`src/rtl/sep_pkg.sv`:
```
// Shared types and constants for the set partition enumerator.
// Holds field widths, the sequencer state type and the store write request.
// No dependencies.
`default_nettype none

package sep_pkg;

  localparam int DIG_W     = 4;   // one restricted growth digit or bound
  localparam int DIGITS_W  = 64;  // packed digit output
  localparam int DIG_IDX_W = 6;   // bit index into the packed digits
  localparam int SEQ_W     = 34;  // sequence number
  localparam int CFG_W     = 5;   // set size register

  localparam logic [CFG_W-1:0] SET_SIZE_RESET = 5'd2;
  localparam logic [CFG_W-1:0] SET_SIZE_MIN   = 5'd2;
  localparam logic [DIG_W-1:0] BOUND_RESET    = 4'd1;

  typedef enum logic [1:0] {
    ST_IDLE,
    ST_SCAN,
    ST_EMIT,
    ST_WRITE
  } sep_state_e;

  // Write request into the digit and bound stores (address travels separately).
  typedef struct packed {
    logic             dig_en;
    logic             bnd_en;
    logic [DIG_W-1:0] dig;
    logic [DIG_W-1:0] bnd;
  } sep_wr_t;

endpackage

`default_nettype wire

```
`src/rtl/sep_store.sv`:
```
// Digit and bound stores: two synchronous memories with registered read data.
// Per-entry valid bits make a cleared entry read as its reset value.
// Depends on sep_pkg.
`default_nettype none

module sep_store
  import sep_pkg::*;
#(
  parameter int DEPTH = 16,
  parameter int AW    = 4
) (
  input  wire logic             clk_i,
  input  wire logic             rst_ni,
  input  wire logic             clr_i,
  input  wire logic             rd_en_i,
  input  wire logic [AW-1:0]    rd_addr_i,
  input  wire logic [AW-1:0]    wr_addr_i,
  input  wire sep_wr_t          wr_i,
  output logic      [DIG_W-1:0] rd_dig_o,
  output logic      [DIG_W-1:0] rd_bnd_o
);

  logic [DIG_W-1:0] dig_mem [DEPTH];
  logic [DIG_W-1:0] bnd_mem [DEPTH];
  logic [DEPTH-1:0] dig_vld_q, dig_vld_d;
  logic [DEPTH-1:0] bnd_vld_q, bnd_vld_d;
  logic [DIG_W-1:0] rd_dig_q, rd_bnd_q;
  logic             rd_dig_vld_q, rd_bnd_vld_q;

  always_ff @(posedge clk_i) begin
    if (wr_i.dig_en) begin
      dig_mem[wr_addr_i] <= wr_i.dig;
    end
    if (wr_i.bnd_en) begin
      bnd_mem[wr_addr_i] <= wr_i.bnd;
    end
  end

  always_ff @(posedge clk_i) begin
    if (rd_en_i) begin
      rd_dig_q <= dig_mem[rd_addr_i];
      rd_bnd_q <= bnd_mem[rd_addr_i];
    end
  end

  always_comb begin
    dig_vld_d = dig_vld_q;
    bnd_vld_d = bnd_vld_q;
    if (clr_i) begin
      dig_vld_d = '0;
      bnd_vld_d = '0;
    end else begin
      if (wr_i.dig_en) dig_vld_d[wr_addr_i] = 1'b1;
      if (wr_i.bnd_en) bnd_vld_d[wr_addr_i] = 1'b1;
    end
  end

  always_ff @(posedge clk_i or negedge rst_ni) begin
    if (!rst_ni) begin
      dig_vld_q    <= '0;
      bnd_vld_q    <= '0;
      rd_dig_vld_q <= 1'b0;
      rd_bnd_vld_q <= 1'b0;
    end else begin
      dig_vld_q <= dig_vld_d;
      bnd_vld_q <= bnd_vld_d;
      if (rd_en_i) begin
        rd_dig_vld_q <= dig_vld_q[rd_addr_i];
        rd_bnd_vld_q <= bnd_vld_q[rd_addr_i];
      end
    end
  end

  // Unwritten entries read as all-zero digits and bounds of one.
  assign rd_dig_o = rd_dig_vld_q ? rd_dig_q : '0;
  assign rd_bnd_o = rd_bnd_vld_q ? rd_bnd_q : BOUND_RESET;

endmodule

`default_nettype wire

```
`src/rtl/set_partition_enumerator_top.sv`:
```
// Top level of the set partition enumerator: sequencer, scan and write-back datapath.
// Instantiates sep_store; depends on sep_pkg.
//
//   channel   dir  handshake                  payload
//   in        in   in_valid_i / in_ready_o     restart_i
//   out       out  out_valid_o / out_ready_i   growth_digits_o, sequence_number_o,
//                                              is_last_o, exhausted_o
//   cfg       in   cfg_we_i                    cfg_wdata_i (set size)
//
// One request takes an accept step, a scan of the stores from digit n down to digit 1
// through the single read port, an emit step and, unless that string was the last, a
// write-back from the changed digit up to digit n through the single write port.
// A request after exhaustion skips the scan and goes straight to emit.
// Reset and restart clear the stores at once through per-entry valid bits.
// The emit cycle holds while the output register is full and not taken.
`default_nettype none

module set_partition_enumerator_top
  import sep_pkg::*;
#(
  parameter int MAX_N = 16
) (
  input  wire logic                clk_i,
  input  wire logic                rst_ni,
  input  wire logic                cfg_we_i,
  input  wire logic [CFG_W-1:0]    cfg_wdata_i,
  input  wire logic                in_valid_i,
  output logic                     in_ready_o,
  input  wire logic                restart_i,
  output logic                     out_valid_o,
  input  wire logic                out_ready_i,
  output logic      [DIGITS_W-1:0] growth_digits_o,
  output logic      [SEQ_W-1:0]    sequence_number_o,
  output logic                     is_last_o,
  output logic                     exhausted_o
);

  localparam int AW = $clog2(MAX_N);
  localparam logic [CFG_W-1:0] MaxNCfg = CFG_W'(MAX_N);

  sep_state_e state_q, state_d;

  logic [CFG_W-1:0]    set_size_q, set_size_d;
  logic                done_q, done_d;
  logic [SEQ_W-1:0]    count_q, count_d;
  logic [DIG_W-1:0]    m_q, m_d;
  logic [AW-1:0]       addr_q, addr_d;
  logic                issue_q, issue_d;
  logic                rvld_q, rvld_d;
  logic [AW-1:0]       raddr_q, raddr_d;
  logic                exh_q, exh_d;
  logic [DIGITS_W-1:0] packed_q, packed_d;
  logic                found_q, found_d;
  logic [AW-1:0]       j_q, j_d;
  logic [DIG_W-1:0]    jd_q, jd_d;
  logic [DIG_W-1:0]    jb_q, jb_d;
  logic [DIG_W-1:0]    tail_dig_q, tail_dig_d;
  logic                tail_at_bnd_q, tail_at_bnd_d;
  logic [DIG_W-1:0]    wdig_q, wdig_d;
  logic                first_q, first_d;

  logic                out_valid_q, out_valid_d;
  logic [DIGITS_W-1:0] out_digits_q, out_digits_d;
  logic [SEQ_W-1:0]    out_seq_q, out_seq_d;
  logic                out_last_q, out_last_d;
  logic                out_exh_q, out_exh_d;

  logic [CFG_W-1:0]     n_eff;
  logic [AW-1:0]        n_m1;
  logic                 acc;
  logic                 clear;
  logic                 out_free;
  logic                 last;
  logic                 rd_en;
  sep_wr_t              wr_req;
  logic [DIG_W-1:0]     rd_dig, rd_bnd;
  logic [DIG_IDX_W-1:0] pidx;

  always_comb begin
    if (set_size_q < SET_SIZE_MIN) begin
      n_eff = SET_SIZE_MIN;
    end else if (set_size_q > MaxNCfg) begin
      n_eff = MaxNCfg;
    end else begin
      n_eff = set_size_q;
    end
  end

  assign n_m1     = AW'(n_eff - CFG_W'(1));
  assign acc      = in_valid_i && in_ready_o;
  assign clear    = cfg_we_i || (acc && restart_i);
  assign out_free = !out_valid_q || out_ready_i;
  assign last     = tail_at_bnd_q && !found_q;
  assign pidx     = DIG_IDX_W'(raddr_q) << 2;

  sep_store #(
    .DEPTH (MAX_N),
    .AW    (AW)
  ) u_store (
    .clk_i     (clk_i),
    .rst_ni    (rst_ni),
    .clr_i     (clear),
    .rd_en_i   (rd_en),
    .rd_addr_i (addr_q),
    .wr_addr_i (addr_q),
    .wr_i      (wr_req),
    .rd_dig_o  (rd_dig),
    .rd_bnd_o  (rd_bnd)
  );

  // Next state.
  always_comb begin
    state_d = state_q;
    unique case (state_q)
      ST_IDLE: begin
        if (acc) state_d = (done_q && !restart_i) ? ST_EMIT : ST_SCAN;
      end
      ST_SCAN: begin
        if (rvld_q && (raddr_q == '0)) state_d = ST_EMIT;
      end
      ST_EMIT: begin
        if (out_free) state_d = (exh_q || last) ? ST_IDLE : ST_WRITE;
      end
      ST_WRITE: begin
        if (addr_q == n_m1) state_d = ST_IDLE;
      end
      default: state_d = ST_IDLE;
    endcase
  end

  // State outputs: handshake, read port and write port.
  always_comb begin
    in_ready_o = 1'b0;
    rd_en      = 1'b0;
    wr_req     = '0;
    unique case (state_q)
      ST_IDLE: in_ready_o = 1'b1;
      ST_SCAN: rd_en = issue_q;
      ST_EMIT: ;
      ST_WRITE: begin
        wr_req.dig_en = 1'b1;
        if (first_q) begin
          wr_req.dig = wdig_q;
        end else begin
          wr_req.bnd_en = 1'b1;
          wr_req.dig    = '0;
          wr_req.bnd    = m_q;
        end
      end
      default: ;
    endcase
  end

  // Datapath.
  always_comb begin
    set_size_d    = set_size_q;
    done_d        = done_q;
    count_d       = count_q;
    m_d           = m_q;
    addr_d        = addr_q;
    issue_d       = issue_q;
    rvld_d        = 1'b0;
    raddr_d       = raddr_q;
    exh_d         = exh_q;
    packed_d      = packed_q;
    found_d       = found_q;
    j_d           = j_q;
    jd_d          = jd_q;
    jb_d          = jb_q;
    tail_dig_d    = tail_dig_q;
    tail_at_bnd_d = tail_at_bnd_q;
    wdig_d        = wdig_q;
    first_d       = first_q;
    out_valid_d   = out_valid_q && !out_ready_i;
    out_digits_d  = out_digits_q;
    out_seq_d     = out_seq_q;
    out_last_d    = out_last_q;
    out_exh_d     = out_exh_q;

    if (cfg_we_i) set_size_d = cfg_wdata_i;
    if (clear) begin
      done_d  = 1'b0;
      count_d = '0;
      m_d     = BOUND_RESET;
    end

    case (state_q)
      ST_IDLE: begin
        if (acc) begin
          exh_d    = done_q && !restart_i;
          addr_d   = n_m1;
          issue_d  = !(done_q && !restart_i);
          packed_d = '0;
          found_d  = 1'b0;
        end
      end
      ST_SCAN: begin
        if (issue_q) begin
          rvld_d  = 1'b1;
          raddr_d = addr_q;
          if (addr_q == '0) begin
            issue_d = 1'b0;
          end else begin
            addr_d = addr_q - AW'(1);
          end
        end
        if (rvld_q) begin
          packed_d[pidx +: DIG_W] = rd_dig;
          if (raddr_q == n_m1) begin
            tail_dig_d    = rd_dig;
            tail_at_bnd_d = (rd_dig == m_q);
          end else if ((raddr_q != '0) && !found_q && (rd_dig != rd_bnd)) begin
            // first hit in a descending scan is the rightmost one
            found_d = 1'b1;
            j_d     = raddr_q;
            jd_d    = rd_dig;
            jb_d    = rd_bnd;
          end
        end
      end
      ST_EMIT: begin
        if (out_free) begin
          out_valid_d = 1'b1;
          out_exh_d   = exh_q;
          if (exh_q) begin
            out_digits_d = '0;
            out_seq_d    = '0;
            out_last_d   = 1'b0;
          end else begin
            out_digits_d = packed_q;
            out_seq_d    = count_q;
            out_last_d   = last;
            count_d      = count_q + SEQ_W'(1);
            if (last) begin
              done_d = 1'b1;
            end else begin
              first_d = 1'b1;
              if (tail_at_bnd_q) begin
                wdig_d = jd_q + DIG_W'(1);
                addr_d = j_q;
              end else begin
                wdig_d = tail_dig_q + DIG_W'(1);
                addr_d = n_m1;
              end
            end
          end
        end
      end
      ST_WRITE: begin
        first_d = 1'b0;
        if (first_q && tail_at_bnd_q) begin
          m_d = jb_q + DIG_W'(wdig_q == jb_q);
        end
        if (addr_q != n_m1) addr_d = addr_q + AW'(1);
      end
      default: ;
    endcase
  end

  always_ff @(posedge clk_i or negedge rst_ni) begin
    if (!rst_ni) begin
      state_q     <= ST_IDLE;
      set_size_q  <= SET_SIZE_RESET;
      done_q      <= 1'b0;
      count_q     <= '0;
      m_q         <= BOUND_RESET;
      issue_q     <= 1'b0;
      rvld_q      <= 1'b0;
      exh_q       <= 1'b0;
      found_q     <= 1'b0;
      first_q     <= 1'b0;
      out_valid_q <= 1'b0;
    end else begin
      state_q     <= state_d;
      set_size_q  <= set_size_d;
      done_q      <= done_d;
      count_q     <= count_d;
      m_q         <= m_d;
      issue_q     <= issue_d;
      rvld_q      <= rvld_d;
      exh_q       <= exh_d;
      found_q     <= found_d;
      first_q     <= first_d;
      out_valid_q <= out_valid_d;
    end
  end

  always_ff @(posedge clk_i) begin
    addr_q        <= addr_d;
    raddr_q       <= raddr_d;
    packed_q      <= packed_d;
    j_q           <= j_d;
    jd_q          <= jd_d;
    jb_q          <= jb_d;
    tail_dig_q    <= tail_dig_d;
    tail_at_bnd_q <= tail_at_bnd_d;
    wdig_q        <= wdig_d;
    out_digits_q  <= out_digits_d;
    out_seq_q     <= out_seq_d;
    out_last_q    <= out_last_d;
    out_exh_q     <= out_exh_d;
  end

  assign out_valid_o       = out_valid_q;
  assign growth_digits_o   = out_digits_q;
  assign sequence_number_o = out_seq_q;
  assign is_last_o         = out_last_q;
  assign exhausted_o       = out_exh_q;

  a_exh_fields_zero: assert property (@(posedge clk_i) disable iff (!rst_ni)
    out_valid_o && exhausted_o |-> (growth_digits_o == '0) && (sequence_number_o == '0)
      && !is_last_o)
    else $error("exhausted result carries nonzero fields");

  a_write_in_range: assert property (@(posedge clk_i) disable iff (!rst_ni)
    (state_q == ST_WRITE) |-> (addr_q <= n_m1))
    else $error("write-back ran past the final digit");

  a_found_inner: assert property (@(posedge clk_i) disable iff (!rst_ni)
    (state_q == ST_EMIT) && found_q |-> (j_q != '0) && (j_q < n_m1))
    else $error("scan picked an index outside the inner digits");

  a_exh_skip_scan: assert property (@(posedge clk_i) disable iff (!rst_ni)
    acc && done_q && !restart_i |=> (state_q == ST_EMIT) && exh_q)
    else $error("request after exhaustion did not go straight to emit");

  a_done_after_last: assert property (@(posedge clk_i) disable iff (!rst_ni)
    $rose(done_q) |-> out_valid_o && is_last_o)
    else $error("enumeration ended without emitting the last string");

endmodule

`default_nettype wire
```
`config.mk`:
```
export PLATFORM = sky130hd
export DESIGN_NAME = set_partition_enumerator_top
export DESIGN_NICKNAME = d
export VERILOG_FILES = /design/src/rtl/sep_pkg.sv /design/src/rtl/sep_store.sv /design/src/rtl/set_partition_enumerator_top.sv
export SDC_FILE = /design/constraint.sdc
export NUM_CORES = 1
export LEC_CHECK = 0
export ABC_AREA = 0
export BUFFER_PORTS_ARGS = -buffer_cell sky130_fd_sc_hd__buf_2
export CORE_ASPECT_RATIO = 0.7
export CORE_MARGIN = 4
export CORE_UTILIZATION = 40
export CTS_CLUSTER_DIAMETER = 120
export DETAILED_ROUTE_END_ITERATION = 10
export PLACE_DENSITY = 0.58
export SLEW_MARGIN = 20
export SYNTH_ARGS = -nofsm -noshare
export SYNTH_HDL_FRONTEND = slang
export SYNTH_SLANG_ARGS = --single-unit
```
`constraint.sdc`:
```
create_clock -name clk_i -period 3 [get_ports clk_i]
set_input_delay 0.15 -clock clk_i [delete_from_list [all_inputs] [get_ports clk_i]]
set_output_delay 0.15 -clock clk_i [all_outputs]
set_load 0.01 [all_outputs]
```
==> results.sh <==
export IMPL_regArea_um2=12040
export IMPL_pre_cts_slack_ns=0.1039
export IMPL_netlist_top_cell_by_area="edfxtp_1"
export IMPL_fmax_mhz=371.2
export IMPL_setup_ws_ns=0.3063
export IMPL_grt_max_degree=74
export IMPL_synthDominantCellAreaShare_pct=55.65
export IMPL_ant_nets=0
export IMPL_io_buffers=112
export IMPL_setup_worst_path_end="jd_q[0]"
export IMPL_setup_viol=0
export IMPL_io_pins=113
export IMPL_slew_violations=0
export IMPL_h_tree_depth=2
export IMPL_r2r_worst_path_cells=7
export IMPL_critical_path_class="register to register"
export IMPL_antenna_found_initial=1
export IMPL_fillers=3891
export IMPL_finalPower_mw=18.97
export IMPL_fp_row_count=64
export IMPL_dp_hpwl_um=28980
export IMPL_layout_drive_gt1_share_pct=20.85
export IMPL_powerDensity_nw_per_um2=918.7
export IMPL_outcome="complete, no violations"
export IMPL_die_x_um=259.8
export IMPL_slew_headroom_pct=35.96
export IMPL_synth_cells=1263
export IMPL_r2r_end="jd_q[0]"
export IMPL_r2r_start="set_size_q[2]"
export IMPL_multi_input_area_um2=5385
export IMPL_p_leak_nw=7.870
export IMPL_vias_per_cell=5.277
export IMPL_drc=0
export IMPL_cap_violations=0
export IMPL_insertedDiodeCount=0
export IMPL_fp_dieArea_um2=47870
export IMPL_syn_num_nets=1286
export IMPL_reg2reg_slack_ns=0.31
export IMPL_critPathLaunch="set_size_q[2]"
export IMPL_clock_latency_ns=0.54
export IMPL_worstSetupStartpointType="register"
export IMPL_core_area_um2=43800
export IMPL_overflow=0
export IMPL_crit_fanout=12
export IMPL_clockBufferDepth=3
export IMPL_fin_crit_sh_pct=89.79
export IMPL_drt_iter0_markers=1094
export IMPL_nNetsFinal=1448
export IMPL_yosysMostFrequentCell="edfxtp_1"
export IMPL_cts_tree="done"
export IMPL_vdd_drop_max_uv=594.0
export IMPL_first_global_vias=10630
export IMPL_critPathCaptureType="register"
export IMPL_die_h_um=184.3
export IMPL_finalWirelength_um=42010
export IMPL_finClkSkew_ns=0.02508
export IMPL_cts_made_buffers=40
export IMPL_netlist_top_cells_area="edfxtp_1 56%, dfrtp_1 12%, mux4_2 6.1%, nor2_1 3.8%, nor2b_1 3.5%"
export IMPL_hold_viol_final=0
export IMPL_yosysUniqueCellTypes=58
export IMPL_cts_reportedPaths_clkPinSlew_ns=0.07
export IMPL_synth_ff_latch_count=415
export IMPL_first_pass_iters=5
export IMPL_track_usage_pct=17.55
export IMPL_place_congestion=0.8227
export IMPL_worst_ep_arrival_time_ns=2.85
export IMPL_min_period_ns=2.694
export IMPL_ys_flop_type="edfxtp_1"
export IMPL_yosys_warnings=0
export IMPL_start_util_pct=40.53
export IMPL_grt_pass1_wl_um=64960
export IMPL_synth_cells_most_frequent="329 x edfxtp_1, 182 x nor2_1, 98 x nor2b_1"
export IMPL_cts_sinks=415
export IMPL_tns_ns=0
export IMPL_async_flop_share_pct=20.72
export IMPL_ys_seq_area_share_pct=67.78
export IMPL_rsz0062_at_grt="false"
export IMPL_vias=10800
export IMPL_cts_root_buf="clkbuf_16"
export IMPL_syn_area_um2=17750
export IMPL_syn_avg_cell_area_um2=14.06
export IMPL_hold_path_class="input port to register"
export IMPL_worst_hold_slack_ns=0.07226
export IMPL_tightestPinTransition_ns=0.9606
export IMPL_synth_edff_count=329
export IMPL_syn_to_final_growth_pct=16.32
export IMPL_required_ns=3.16
export IMPL_wire_per_inst_um=20.52
-- critical path, stage by stage (launching register included) --
cell,delay (ns)
dfrtp_1,0.42
or3_1,0.42
nand2_1,0.13
ha_1,0.21
xnor3_1,0.32
nand2_1,0.10
o311ai_0,0.19
nor2_2,0.52
-- logic make-up after synthesis --
family | Yosys count | synth area share (%)
multiplexers | 113 | 9.803
AND/OR/NAND/NOR | 482 | 13.73
XOR/XNOR | 33 | 1.783
flip-flops | 415 | 67.78
buffers and inverters | 86 | 1.924
AO/OA/AOI/OAI | 122 | 4.088
adder cells (fa/ha/maj) | 12 | 0.8880
-- power by group --
group | switching, mW | internal, mW
logic | 3.29 | 2.09
registers | 0.729 | 7.87
clock network | 2.11 | 2.89
total | 6.13 | 12.8
-- cells in the final DEF, fill, tap and decap left out, types with 35 or more instances in the layout --
cell and n:
o21ai_0 43, mux2i_1 58, nor2_1 181, a21oi_1 35, dfrtp_1 83, nor2b_1 98, edfxtp_1 329, nand3_1 48
clkbuf_16 41, nand2_1 49, buf_2 111, mux4_2 48, buf_4 59
-- per-layer routing --
| metal | part of all wire [%] | vias to the layer above | track usage [%] |
|---|---|---|---|
| li1 | - | 4977 | - |
| met1 | 50 | 5428 | 28.65 |
| met2 | 42 | 347 | 25.05 |
| met3 | 6.6 | 49 | 2.733 |
| met4 | 1.3 | 0 | 2.998 |
| met5 | 0 | - | 0 |
-- timing repair --
item | CTS | global route
hold buffers | 7 | 0
setup buffers | 0 | 0
endpoints found under the hold margin | 56 | 0
endpoints found under the setup margin | 0 | 12
resized for setup | 0 | 1
-- sequential cells by signal, indices dropped and copies added (netlist names), 5 cells and up --
name / flops
u_store.bnd_vld_q: 16
set_size_q: 5
count_q: 34
u_store.dig_mem: 64
sequence_number_o: 34
u_store.dig_vld_q: 16
u_store.bnd_mem: 64
packed_q: 64
growth_digits_o: 64
-- worst min-delay path by stage --
stage               cells past startpoint             to        from  slack [ns]
floorplan                               0     count_q[0]      rst_ni       -0.15
global placement                        1    count_q[22]      rst_ni        0.27
detailed placement                      1    count_q[22]      rst_ni        0.27
CTS                                     4        found_q  in_valid_i        0.04
global route                            2  set_size_q[2]    cfg_we_i        0.07
finish                                  4        found_q  in_valid_i        0.07
-- metrics by stage --
stage,instances,area (um2),utilization [%]
floorplan,1263,17760,-
global placement,1970,19310,44.08
detailed placement,1970,19310,44.08
CTS,2047,20650,47.14
global route,2047,20650,47.14
finish,2047,20650,47.14
-- cell type report --
cell class | instances | share of cell area, %
timing repair buffer | 179 | 5.368
sequential | 415 | 58.29
inverter | 27 | 0.5090
clock inverter | 14 | 0.8604
tap | 594 | 3.599
multi-input combinational | 762 | 26.08
clock buffer | 56 | 5.290
Note: power is estimated with default switching activity, not from simulation.
